`src/rtl/cop_pkg.sv`:
```
// shared types and constants of the circle outline point generator
`timescale 1ns / 1ps

package cop_pkg;

  localparam int CoordW  = 12;
  localparam int PixelW  = 13;
  localparam int RadiusW = 10;
  localparam int OffsetW = 11;
  localparam int StepW   = 12;
  localparam int ErrW    = 14;
  localparam int QuadW   = 3;

  localparam logic [RadiusW:0] MaxRadius = 11'd1023;

  // request kinds
  localparam logic ModeStart = 1'b0;
  localparam logic ModeStep  = 1'b1;

  // quadrant codes
  localparam logic [QuadW-1:0] QuadTopLeft     = 3'd0;
  localparam logic [QuadW-1:0] QuadTopRight    = 3'd1;
  localparam logic [QuadW-1:0] QuadBottomLeft  = 3'd2;
  localparam logic [QuadW-1:0] QuadBottomRight = 3'd3;
  localparam logic [QuadW-1:0] QuadFull        = 3'd4;

  // one iteration waiting to be drawn
  typedef struct packed {
    logic signed [CoordW-1:0]  center_x;
    logic signed [CoordW-1:0]  center_y;
    logic signed [OffsetW-1:0] major;
    logic signed [OffsetW-1:0] minor;
    logic [QuadW-1:0]          quadrant;
    logic                      final_iter;
  } iter_t;

endpackage

```
`src/rtl/cop_if.sv`:
```
// request and point channel interfaces
`timescale 1ns / 1ps

interface cop_req_if;
  import cop_pkg::*;

  logic                     valid;
  logic                     ready;
  logic                     mode;
  logic signed [CoordW-1:0] center_x;
  logic signed [CoordW-1:0] center_y;
  logic [RadiusW-1:0]       radius;
  logic [QuadW-1:0]         quadrant_select;

  modport source (
    output valid, mode, center_x, center_y, radius, quadrant_select,
    input  ready
  );
  modport sink (
    input  valid, mode, center_x, center_y, radius, quadrant_select,
    output ready
  );
endinterface

interface cop_pt_if;
  import cop_pkg::*;

  logic                     valid;
  logic                     ready;
  logic signed [PixelW-1:0] pixel_x;
  logic signed [PixelW-1:0] pixel_y;
  logic                     last_of_run;
  logic                     finished;

  modport source (
    output valid, pixel_x, pixel_y, last_of_run, finished,
    input  ready
  );
  modport sink (
    input  valid, pixel_x, pixel_y, last_of_run, finished,
    output ready
  );
endinterface

```
`src/rtl/cop_front.sv`:
```
// front end: takes requests, runs the midpoint recurrence, queues iterations
`timescale 1ns / 1ps

module cop_front (
  input  logic                         clk_i,
  input  logic                         rst_ni,
  input  logic                         req_valid_i,
  input  logic                         mode_i,
  input  logic signed [cop_pkg::CoordW-1:0] center_x_i,
  input  logic signed [cop_pkg::CoordW-1:0] center_y_i,
  input  logic [cop_pkg::RadiusW-1:0]  radius_i,
  input  logic [cop_pkg::QuadW-1:0]    quadrant_select_i,
  input  logic                         full_i,
  output logic                         req_ready_o,
  output logic                         push_o,
  output cop_pkg::iter_t               push_data_o
);
  import cop_pkg::*;

  logic signed [OffsetW-1:0] major_q, major_d, minor_q, minor_d;
  logic [StepW-1:0]          step_major_q, step_major_d, step_minor_q, step_minor_d;
  logic signed [ErrW-1:0]    err_q, err_d;
  logic signed [CoordW-1:0]  cx_q, cx_d, cy_q, cy_d;
  logic [RadiusW-1:0]        rad_q, rad_d;
  logic [QuadW-1:0]          quad_q, quad_d;
  logic                      busy_q, busy_d;

  // state after an optional start load
  logic signed [OffsetW-1:0] ld_major, ld_minor;
  logic [StepW-1:0]          ld_step_major, ld_step_minor;
  logic signed [ErrW-1:0]    ld_err;
  logic signed [CoordW-1:0]  ld_cx, ld_cy;
  logic [RadiusW-1:0]        ld_rad;
  logic [QuadW-1:0]          ld_quad;
  logic                      ld_busy;

  // advanced state
  logic signed [OffsetW-1:0] nx_major, nx_minor;
  logic [StepW-1:0]          nx_step_major, nx_step_minor;
  logic signed [ErrW-1:0]    nx_err;
  logic                      accept, done;

  assign req_ready_o = !full_i;
  assign accept      = req_valid_i && !full_i;

  always_comb begin
    ld_major      = major_q;
    ld_minor      = minor_q;
    ld_step_major = step_major_q;
    ld_step_minor = step_minor_q;
    ld_err        = err_q;
    ld_cx         = cx_q;
    ld_cy         = cy_q;
    ld_rad        = rad_q;
    ld_quad       = quad_q;
    ld_busy       = busy_q;
    if (mode_i == ModeStart) begin
      ld_rad        = ({1'b0, radius_i} > MaxRadius) ? MaxRadius[RadiusW-1:0] : radius_i;
      ld_cx         = center_x_i;
      ld_cy         = center_y_i;
      ld_quad       = (quadrant_select_i > QuadFull) ? QuadFull : quadrant_select_i;
      ld_major      = $signed({1'b0, ld_rad}) - OffsetW'(1);
      ld_minor      = '0;
      ld_step_major = StepW'(1);
      ld_step_minor = StepW'(1);
      ld_err        = ErrW'(1) - $signed({3'b000, ld_rad, 1'b0});
      ld_busy       = (ld_rad != '0);
    end
  end

  // one midpoint step: two dependent narrow updates
  always_comb begin
    nx_major      = ld_major;
    nx_minor      = ld_minor;
    nx_step_major = ld_step_major;
    nx_step_minor = ld_step_minor;
    nx_err        = ld_err;
    if (nx_err <= 0) begin
      nx_minor      = nx_minor + OffsetW'(1);
      nx_err        = nx_err + $signed({2'b00, nx_step_minor});
      nx_step_minor = nx_step_minor + StepW'(2);
    end
    if (nx_err > 0) begin
      nx_major      = nx_major - OffsetW'(1);
      nx_step_major = nx_step_major + StepW'(2);
      nx_err        = nx_err + $signed({2'b00, nx_step_major})
                      - $signed({3'b000, ld_rad, 1'b0});
    end
    done = (nx_major < nx_minor);
  end

  assign push_o                 = accept && ld_busy;
  assign push_data_o.center_x   = ld_cx;
  assign push_data_o.center_y   = ld_cy;
  assign push_data_o.major      = ld_major;
  assign push_data_o.minor      = ld_minor;
  assign push_data_o.quadrant   = ld_quad;
  assign push_data_o.final_iter = done;

  always_comb begin
    major_d      = major_q;
    minor_d      = minor_q;
    step_major_d = step_major_q;
    step_minor_d = step_minor_q;
    err_d        = err_q;
    cx_d         = cx_q;
    cy_d         = cy_q;
    rad_d        = rad_q;
    quad_d       = quad_q;
    busy_d       = busy_q;
    if (accept) begin
      cx_d   = ld_cx;
      cy_d   = ld_cy;
      rad_d  = ld_rad;
      quad_d = ld_quad;
      if (ld_busy) begin
        major_d      = nx_major;
        minor_d      = nx_minor;
        step_major_d = nx_step_major;
        step_minor_d = nx_step_minor;
        err_d        = nx_err;
        busy_d       = !done;
      end else begin
        major_d      = ld_major;
        minor_d      = ld_minor;
        step_major_d = ld_step_major;
        step_minor_d = ld_step_minor;
        err_d        = ld_err;
        busy_d       = 1'b0;
      end
    end
  end

  always_ff @(posedge clk_i or negedge rst_ni) begin
    if (!rst_ni) begin
      major_q      <= '0;
      minor_q      <= '0;
      step_major_q <= StepW'(1);
      step_minor_q <= StepW'(1);
      err_q        <= '0;
      cx_q         <= '0;
      cy_q         <= '0;
      rad_q        <= '0;
      quad_q       <= QuadFull;
      busy_q       <= 1'b0;
    end else begin
      major_q      <= major_d;
      minor_q      <= minor_d;
      step_major_q <= step_major_d;
      step_minor_q <= step_minor_d;
      err_q        <= err_d;
      cx_q         <= cx_d;
      cy_q         <= cy_d;
      rad_q        <= rad_d;
      quad_q       <= quad_d;
      busy_q       <= busy_d;
    end
  end

endmodule

```
`src/rtl/cop_queue.sv`:
```
// two-entry iteration queue between front and back
`timescale 1ns / 1ps

module cop_queue (
  input  logic           clk_i,
  input  logic           rst_ni,
  input  logic           push_i,
  input  cop_pkg::iter_t push_data_i,
  input  logic           pop_i,
  output logic           full_o,
  output logic           empty_o,
  output cop_pkg::iter_t head_o
);
  import cop_pkg::*;

  iter_t      mem_q [2];
  logic       wr_ptr_q, wr_ptr_d, rd_ptr_q, rd_ptr_d;
  logic [1:0] cnt_q, cnt_d;

  assign full_o  = (cnt_q == 2'd2);
  assign empty_o = (cnt_q == 2'd0);
  assign head_o  = mem_q[rd_ptr_q];

  always_comb begin
    wr_ptr_d = wr_ptr_q;
    rd_ptr_d = rd_ptr_q;
    cnt_d    = cnt_q;
    if (push_i) begin
      wr_ptr_d = !wr_ptr_q;
    end
    if (pop_i) begin
      rd_ptr_d = !rd_ptr_q;
    end
    if (push_i && !pop_i) begin
      cnt_d = cnt_q + 2'd1;
    end else if (pop_i && !push_i) begin
      cnt_d = cnt_q - 2'd1;
    end
  end

  always_ff @(posedge clk_i) begin
    if (push_i) begin
      mem_q[wr_ptr_q] <= push_data_i;
    end
  end

  always_ff @(posedge clk_i or negedge rst_ni) begin
    if (!rst_ni) begin
      wr_ptr_q <= 1'b0;
      rd_ptr_q <= 1'b0;
      cnt_q    <= 2'd0;
    end else begin
      wr_ptr_q <= wr_ptr_d;
      rd_ptr_q <= rd_ptr_d;
      cnt_q    <= cnt_d;
    end
  end

endmodule

```
`src/rtl/cop_back.sv`:
```
// back end: expands one iteration into mirrored points, one per cycle unless pt_o stalls
`timescale 1ns / 1ps

module cop_back (
  input  logic           clk_i,
  input  logic           rst_ni,
  input  logic           empty_i,
  input  cop_pkg::iter_t head_i,
  output logic           pop_o,
  cop_pt_if.source       pt_o
);
  import cop_pkg::*;

  logic [2:0]                idx_q, idx_d;
  logic                      valid_q, valid_d;
  logic signed [PixelW-1:0]  px_q, px_d, py_q, py_d;
  logic                      last_q, last_d, fin_q, fin_d;

  logic                      can_load, swap, neg_x, neg_y, is_last;
  logic [2:0]                last_idx;
  logic signed [OffsetW-1:0] off_x, off_y;
  logic signed [PixelW-1:0]  ox, oy;

  assign can_load = !valid_q || pt_o.ready;
  assign last_idx = (head_i.quadrant == QuadFull) ? 3'd7 : 3'd1;
  assign is_last  = (idx_q == last_idx);
  assign pop_o    = can_load && !empty_i && is_last;

  // mirror pattern of point idx
  always_comb begin
    if (head_i.quadrant == QuadFull) begin
      swap  = idx_q[0] ^ idx_q[1];
      neg_x = idx_q[2] ^ idx_q[1];
      neg_y = idx_q[2];
    end else begin
      swap  = idx_q[0];
      neg_x = !head_i.quadrant[0];
      neg_y = !head_i.quadrant[1];
    end
    off_x = swap ? head_i.minor : head_i.major;
    off_y = swap ? head_i.major : head_i.minor;
    ox    = neg_x ? -PixelW'(off_x) : PixelW'(off_x);
    oy    = neg_y ? -PixelW'(off_y) : PixelW'(off_y);
  end

  always_comb begin
    idx_d   = idx_q;
    valid_d = valid_q;
    px_d    = px_q;
    py_d    = py_q;
    last_d  = last_q;
    fin_d   = fin_q;
    if (can_load) begin
      valid_d = !empty_i;
      if (!empty_i) begin
        px_d   = PixelW'(head_i.center_x) + ox;
        py_d   = PixelW'(head_i.center_y) + oy;
        last_d = is_last;
        fin_d  = is_last && head_i.final_iter;
        idx_d  = is_last ? 3'd0 : idx_q + 3'd1;
      end
    end
  end

  always_ff @(posedge clk_i or negedge rst_ni) begin
    if (!rst_ni) begin
      idx_q   <= 3'd0;
      valid_q <= 1'b0;
    end else begin
      idx_q   <= idx_d;
      valid_q <= valid_d;
    end
  end

  always_ff @(posedge clk_i) begin
    px_q   <= px_d;
    py_q   <= py_d;
    last_q <= last_d;
    fin_q  <= fin_d;
  end

  assign pt_o.valid       = valid_q;
  assign pt_o.pixel_x     = px_q;
  assign pt_o.pixel_y     = py_q;
  assign pt_o.last_of_run = last_q;
  assign pt_o.finished    = fin_q;

endmodule

```
`src/rtl/circle_outline_point_generator.sv`:
```
// top level of the midpoint circle outline point generator
`timescale 1ns / 1ps

// usage
// - req_i takes requests: mode start loads center, radius and quadrant and
//   draws the first iteration; mode step draws the next iteration
// - point_o gives one outline point per transfer; last_of_run marks the last
//   point of a request, finished the very last point of the circle
// - a full circle request yields eight points, a quadrant request two; a zero
//   radius start or a step with no circle in progress yields none
// - throughput: one point per cycle while point_o is ready and an iteration is
//   queued, set by the single point output register
// - after acceptance, the front registers the iteration into the queue and the
//   back then registers the point
// - front and back are split by a two-entry iteration queue; req_i.ready
//   drops only when the queue is full
// - a stalled point_o holds its point; the back stops and the queue fills
// - reset clears all control state and leaves no circle in progress

module circle_outline_point_generator (
  input  logic      clk_i,
  input  logic      rst_ni,
  cop_req_if.sink   req_i,
  cop_pt_if.source  point_o
);
  import cop_pkg::*;

  logic  push, pop, full, empty;
  iter_t push_data, head;

  // front: request intake and recurrence state
  cop_front u_front (
    .clk_i             (clk_i),
    .rst_ni            (rst_ni),
    .req_valid_i       (req_i.valid),
    .mode_i            (req_i.mode),
    .center_x_i        (req_i.center_x),
    .center_y_i        (req_i.center_y),
    .radius_i          (req_i.radius),
    .quadrant_select_i (req_i.quadrant_select),
    .full_i            (full),
    .req_ready_o       (req_i.ready),
    .push_o            (push),
    .push_data_o       (push_data)
  );

  // iterations waiting to be expanded
  cop_queue u_queue (
    .clk_i       (clk_i),
    .rst_ni      (rst_ni),
    .push_i      (push),
    .push_data_i (push_data),
    .pop_i       (pop),
    .full_o      (full),
    .empty_o     (empty),
    .head_o      (head)
  );

  // back: point expansion and output register
  cop_back u_back (
    .clk_i   (clk_i),
    .rst_ni  (rst_ni),
    .empty_i (empty),
    .head_i  (head),
    .pop_o   (pop),
    .pt_o    (point_o)
  );

endmodule

```
`src/flat_wrapper.sv`:
```
// flat-port wrapper written by rule: the top's interface ports become plain ports
module circle_outline_point_generator_flat import cop_pkg::*;
  (clk_i, rst_ni, req_i_valid, req_i_mode, req_i_center_x, req_i_center_y, req_i_radius, req_i_quadrant_select, req_i_ready, point_o_valid, point_o_pixel_x, point_o_pixel_y, point_o_last_of_run, point_o_finished, point_o_ready);
  cop_req_if req_i_i ();
  cop_pt_if point_o_i ();
  input  logic clk_i;
  input  logic rst_ni;
  input wire logic [$bits(req_i_i.valid)-1:0] req_i_valid;
  input wire logic [$bits(req_i_i.mode)-1:0] req_i_mode;
  input wire logic [$bits(req_i_i.center_x)-1:0] req_i_center_x;
  input wire logic [$bits(req_i_i.center_y)-1:0] req_i_center_y;
  input wire logic [$bits(req_i_i.radius)-1:0] req_i_radius;
  input wire logic [$bits(req_i_i.quadrant_select)-1:0] req_i_quadrant_select;
  output wire logic [$bits(req_i_i.ready)-1:0] req_i_ready;
  output wire logic [$bits(point_o_i.valid)-1:0] point_o_valid;
  output wire logic [$bits(point_o_i.pixel_x)-1:0] point_o_pixel_x;
  output wire logic [$bits(point_o_i.pixel_y)-1:0] point_o_pixel_y;
  output wire logic [$bits(point_o_i.last_of_run)-1:0] point_o_last_of_run;
  output wire logic [$bits(point_o_i.finished)-1:0] point_o_finished;
  input wire logic [$bits(point_o_i.ready)-1:0] point_o_ready;
  assign req_i_i.valid = req_i_valid;
  assign req_i_i.mode = req_i_mode;
  assign req_i_i.center_x = req_i_center_x;
  assign req_i_i.center_y = req_i_center_y;
  assign req_i_i.radius = req_i_radius;
  assign req_i_i.quadrant_select = req_i_quadrant_select;
  assign req_i_ready = req_i_i.ready;
  assign point_o_valid = point_o_i.valid;
  assign point_o_pixel_x = point_o_i.pixel_x;
  assign point_o_pixel_y = point_o_i.pixel_y;
  assign point_o_last_of_run = point_o_i.last_of_run;
  assign point_o_finished = point_o_i.finished;
  assign point_o_i.ready = point_o_ready;
  circle_outline_point_generator u_core (.clk_i(clk_i), .rst_ni(rst_ni), .req_i(req_i_i), .point_o(point_o_i));
endmodule
```
`config.mk`:
```
export PLATFORM = sky130hd
export DESIGN_NAME = circle_outline_point_generator_flat
export DESIGN_NICKNAME = d
export VERILOG_FILES = /design/src/rtl/cop_pkg.sv /design/src/rtl/cop_if.sv /design/src/rtl/cop_front.sv /design/src/rtl/cop_queue.sv /design/src/rtl/cop_back.sv /design/src/rtl/circle_outline_point_generator.sv /design/src/flat_wrapper.sv
export SDC_FILE = /design/constraint.sdc
export NUM_CORES = 1
export LEC_CHECK = 0
export BUFFER_PORTS_ARGS = -buffer_cell sky130_fd_sc_hd__buf_2
export CAP_MARGIN = 20
export CORE_MARGIN = 2
export CORE_UTILIZATION = 63
export CTS_CLUSTER_DIAMETER = 100
export DETAILED_ROUTE_END_ITERATION = 8
export GPL_ROUTABILITY_DRIVEN = 0
export MAX_ROUTING_LAYER = met4
export PLACE_DENSITY = 0.8
export SLEW_MARGIN = 20
export SYNTH_ARGS = -nofsm -noshare
export SYNTH_HDL_FRONTEND = slang
export SYNTH_HIERARCHICAL = 1
export SYNTH_SLANG_ARGS = --single-unit
```
`constraint.sdc`:
```
create_clock -name clk_i -period 6.5 [get_ports clk_i]
set_clock_uncertainty 0.15 [all_clocks]
set_input_delay 0.65 -clock clk_i [delete_from_list [all_inputs] [get_ports clk_i]]
set_output_delay 0.65 -clock clk_i [all_outputs]
set_load 0.005 [all_outputs]
```
# == Word-level counts from Yosys, hierarchy flattened ==
# Memories as Yosys holds them, arrays and structs flattened.
# Cells that the tools add are included.
# op_classes
add_sub_neg,16
magnitude_cmp,4
n_eq_ne,3
n_mux,36
n_bitwise,3
n_reduce_logical,22
# op_table
operator,count
$mux 12,8
$mux 11,8
$mux 14,4
$add 14x13->14,2
$add 12x13->13,2
$mux 13,2
$neg 11->13,2
$add 12x2->12 const B,2
$gt 14x1->1 const B,1
$le 14x1->1 const B,1
$sub 14x12->14,1
$mux 3,4
$sub 1x11->12 const A,1
$add 11x2->11 const B,1
$lt 11x11->1,1
$sub 10x1->11 const B,1
$sub 11x2->11 const B,1
$logic_not 1->1,10
$mux 10,1
$reduce_bool 10->1,1
$logic_and 1x1->1,7
$mux 1,7
$mux 2,2
$add 3x1->3 const B,1
other kinds (12),13
# totals
regBits,134
mem_bits_rw,100
in_bits,42
out_inout_bits,30
word_cells,104
n_memories,1
# mem_list
name,depth,width,rd,rd_clocked_by_memory_dff,write_ports,line_no,text
u_core.u_queue.mem_q,2,50,1,0,1,cop_queue.sv:16,iter_t mem_q [2];

# == Longest topological paths before layout ==
# logic_depth
depth_word,9
mapped_depth,40
mapped_depth_nobuf,34

# == Modules after synthesis ==
# The synthesis kept the hierarchy.
# by_module_without_submodules
mod,instances,cells_per_inst,area_per_inst_um2,seq_area_each_um2
cop_front,1,927,8071.5,2456.1
cop_queue,1,172,4047.6,3103.0
cop_back,1,349,3194.3,940.9

# == Least setup slack after synthesis ==
# Ideal clock, no wire load.
# synth_timing
path_type,input port to flip-flop
startpoint,input port req_i_mode
endpoint,"memory u_core/u_queue/mem_q[0][0] (netlist bit), data pin"
setup_time_ns,0.127
arrival_time_ns,7.606
required_ns,6.223
slack_ns,-1.384
stages,39
n_path_buf,10
cell_sequence,buf_2 -> buf_1 -> buf_1 -> clkbuf_1 -> clkbuf_1 -> clkbuf_1 -> buf_1 -> nand2b_1 -> ha_1 -> fa_1 -> a211oi_1 -> o21ai_0 -> a31oi_1 -> o21ai_1 -> nand3b_1 -> nand2_1 -> a22oi_1 -> ha_1 -> [... 3 more ...] -> o41ai_4 -> o21a_4 -> or2_1 -> buf_4 -> buf_6 -> nor2_1 -> xor2_1 -> ha_1 -> a21oi_1 -> nor2b_1 -> o21ai_0 -> nand2b_1 -> a21oi_1 -> nor2_1 -> a2111oi_0 -> nor2_1 -> a31oi_1 -> buf_4
# synth_between
elab_chain_len,6
elab_cells_between_ends,13
cone_classes,add/sub: 3; order compare: 3; mux: 7
# synth_lines
element,line_no,text
"start, declared",flat_wrapper.sv:9,input wire logic [$bits(req_i_i.mode)-1:0] req_i_mode;
$mux 12,cop_front.sv:57,if (mode_i == ModeStart) begin
named net u_core.u_front.ld_step_minor[0],cop_front.sv:30,"logic [StepW-1:0] ld_step_major, ld_step_minor;"
$add 14x13->14,cop_front.sv:80,"nx_err = nx_err + $signed({2'b00, nx_step_minor});"
$mux 14,cop_front.sv:78,if (nx_err <= 0) begin
$gt 14x1->1,cop_front.sv:83,if (nx_err > 0) begin
$mux 11,cop_front.sv:83,
$lt 11x11->1,cop_front.sv:89,done = (nx_major < nx_minor);
named net u_core.u_front.done,cop_front.sv:41,"logic accept, done;"
"end, declared",cop_queue.sv:16,
# The timed path passes the listed nets, and every way through them passes these cells.

==> summary.md <==
| Metric | Value |
|---|---|
| Ant. Diodes | 0 |
| WL met3 | 2.368 mm |
| CP dominant cell by count | nor2_1 |
| Arrival @ worst endpoint | around 6500 ps |
| Slew margin rel. | a little under a quarter |
| Total global-route track usage | 31.72% |
| Post-DRT Antenna Nets | 0 |
| Post-synth EDFFs | roughly 130 |
| Initial antenna violation count | 0 |
| Met2 wire length | just under 20 mm |
| Count of max-cap constraint violations | 0 |
| Net Sw Power | 0.003869 W |
| Die Height | 159.9 µm |
| DP Area | 16460 µm² |
| I/O pin count | 72 |
| Hold buffers post-CTS | 0 |
| Die W | 159.9 µm |
| Initial core utilization | 63.53% |
| Seq cells post-synth | 234 |
| Post-synth ARST share | 45.30% |
| WL/cell | 20.51 µm |
| Internal Power | 0.005500 W |
| Final max-slew violation count | 0 |
| Setup TNS | 0 ps |
| Highest metal used | met4 |
| Die footprint | 25570 µm² |
| CTS root buf | clkbuf_16 |
| Htree depth | 1 |
| Outcome | finished, final reports clean |
| Fin Hold WS | ~100 ps |
| Setup crit start kind | input port |
| Top cells by count, synth | 158 x nand2_1, 128 x edfxtp_1, 103 x dfrtp_1 |
| Yosys top cell area share | 25.10% |
| Req. time, crit path | 6770 ps |
| Clk pin slew, worst setup/hold paths | 60 ps |
| Worst Reg-to-Reg Cells | 30 |
| Highest clock rate | 0.1600 GHz |
| Global route total overflow | 0 |
| WS Path Type | in2reg |
| Mapped Cells | roughly 1400 |
| Hold/Removal Path Class | in2async |
| R2R Path End | u_core/u_queue/mem_q[0][0] |
| Final Hold Viols | 0 |
| Pwr/cell area | 536.9 nW/µm² |
| CP max stage delay | 520 ps |
| NumNets Final | between 1500 and 2000 |
| Largest net degree at the start of global routing | 71 |
| LEAKAGE | 7.184 nW |
| Flop pwr share | between 20 and 30% |
| CORE AREA | 24110 µm² |
| Final Power | roughly 0.0094 W |
| Worst Path Max Fanout | 5 |
| Largest area contributor in the netlist | edfxtp_1 |
| Tcrit/Tclk final | about 96% |
| Worst r2r src | u_core/u_front/err_q[1] |
| Top-count cell post-synth | nand2_1 |
| Mapped cell area | 15310 µm² |
| Combinational share of power | ~57% |
| Hpwl dp | 28.32 mm |
| DRT Wirelength | ~40 mm |
| Prevailing post-synth register cell | edfxtp_1 |
| Drt pass-1 iters | 5 |
| M1 wire length | roughly 15 mm |
| Area growth, synth to finish | 13.96% |
| Routed vias | 12054 |
| Cts bufs inserted | 25 |
| Ranking of synthesized cells by area | edfxtp_1 25%, dfrtp_1 17%, ha_1 5.9%, mux2_4 4.9%, mux2_2 4.6% |
| Iteration-0 DRC Markers | between 1000 and 1500 |
| Crit path capture type | register |
| Port bufs | 71 |
| Syn_area_per_cell | 10.58 µm² |
| CTS tree | built |
| Worst Max-Slew Pin Slew | between 1000 and 1500 ps |
| FF-to-FF setup slack | 470 ps |
| CTS Buffer Depth | 3 |
| Clock tree sinks | 234 |
| Min Clock Period, post-route | 6249 ps |
| Worst skew pair latency | between 500 and 600 ps |
| VDD IR max | 332.0 µV |
| Yosys warns | 6 |
| Vias per cell | 6.281 |
| Switching fraction of total power | 41.29% |
| Rows | 57 |
| Post-route cell area | 17450 µm² |
| Syn_nets | 1575 |
| Vias in the first global route | 12176 |
| Distinct cell type count after synthesis | 81 |
| First-pass GRT wire length | 63.02 mm |
| Clock power frac | roughly 16% |
| Crit-path slowest cell | or4_1 |
| Post-route DRC | 0 |
| Layout cells sized above 1 | 23.57% |
| Setup violators final | 0 |
| Register area share after synthesis | 42.45% |
-- how the worst max path moves through the flow --
stage                         start                    endpoint  slack [ps]  cells past startpoint
floorplan                req_i_mode  u_core/u_queue/mem_q[0][0]        -350                     39
global placement    req_i_radius[3]  u_core/u_queue/mem_q[0][0]        -220                     34
detailed placement  req_i_radius[4]  u_core/u_queue/mem_q[0][0]        -530                     29
CTS                 req_i_radius[4]  u_core/u_queue/mem_q[0][0]          20                     33
global route        req_i_radius[1]  u_core/u_queue/mem_q[0][0]         -50                     34
finish              req_i_radius[4]  u_core/u_queue/mem_q[0][0]         250                     33
-- state kept, by name (all words and copies together), names as in the netlist --
name	cells
u_core/u_front/minor_q	11
u_core/u_back/pt_o.finished	1
u_core/u_front/busy_q	1
u_core/u_front/quad_q	3
u_core/u_front/rad_q	10
u_core/u_back/pt_o.pixel_y	13
u_core/u_back/pt_o.last_of_run	1
u_core/u_queue/wr_ptr_q	1
u_core/u_queue/cnt_q	2
u_core/u_back/idx_q	3
u_core/u_front/step_minor_q	12
u_core/u_queue/mem_q	100
u_core/u_front/major_q	11
u_core/u_front/cy_q	12
u_core/u_back/pt_o.valid	1
u_core/u_front/step_major_q	12
u_core/u_front/err_q	14
u_core/u_queue/rd_ptr_q	1
u_core/u_back/pt_o.pixel_x	13
u_core/u_front/cx_q	12
-- cell usage in the layout (no fill, tap or decap), types with 7 or more instances in the layout --
cell type	count
clkinv_2	9
buf_2	69
fa_1	12
o21ai_0	73
or3_1	11
a21oi_1	56
a31oi_1	15
mux2_4	50
nand2b_1	27
a211oi_1	13
inv_1	45
dfrtp_1	102
nand2_1	156
and2_1	18
nand3_1	32
xnor2_1	78
o21ai_1	13
o211ai_1	8
o22ai_1	7
mux2_2	62
nor2b_1	13
o21a_1	11
clkbuf_16	25
and3_1	9
a21o_1	13
ha_1	66
nand4_1	19
xor2_1	46
buf_4	93
nor4_1	8
nor2_1	93
mux2i_1	37
nor3_1	29
edfxtp_1	128
-- what timing repair did --
action                     CTS  global route
pin swaps                    0             4
setup endpoints to repair    3             3
setup buffers                0             2
gates resized for setup      1            16
-- kinds of logic (layout without fill, tap and decap cells) --
| kind of cell | Yosys count | count (layout) | share of synthesized area, % |
|---|---|---|---|
| simple gates | 467 | 467 | 15.34 |
| mux | 151 | 151 | 12.04 |
| compound gates | 276 | 276 | 11.56 |
| flops | 234 | 234 | 42.45 |
| xor+xnor | 125 | 125 | 7.247 |
| buf+inv | 110 | 257 | 3.791 |
| fa+ha+maj | 85 | 85 | 7.582 |
-- stage by stage --
stage / std cells / utilization, % / worst slack [ps]
floorplan: 1448 / - / -349.0
global placement: 1870 / 68.29 / -219.6
detailed placement: 1870 / 68.29 / -529.8
CTS: 1916 / 71.95 / 15.61
global route: 1919 / 72.39 / -46.01
finish: 1919 / 72.39 / 251.1
-- layout make-up --
cell class | count | area [µm²]
clock inverter | 17 | 205.2
multi-input combinational | 1104 | 8412
timing repair buffer | 164 | 1075
tap | 324 | 405.4
fill | 1698 | 6655
clock buffer | 29 | 670.6
sequential | 234 | 6501
inverter | 47 | 181.4
-- layer usage --
layer	GRT usage, %	vias to the layer above
met1	37.12	5882
met4	13.80	0
met3	4.286	157
met5	-	-
met2	54.98	500
li1	-	5515
-- power groups by stage --
stage | combinational (W) | sequential, W | clock, W
after floorplan | 0.00397 | 0.00248 | 0
after global placement | 0.00495 | 0.00252 | 0
after detailed placement | 0.00515 | 0.00255 | 0
after CTS | 0.00522 | 0.00253 | 0.00154
after global routing | 0.00580 | 0.00258 | 0.00159
final | 0.00532 | 0.00253 | 0.00151
-- critical path: cells and delay by family --
family,cells,cell delay [ps]
AOI/OAI and AO/OA,12,2660
buffers and inverters,3,350
xor gates and xnor gates,1,140
adders and majority gates,3,660
and+or+nand+nor,14,2030
Note: power is estimated with default switching activity, not from simulation.
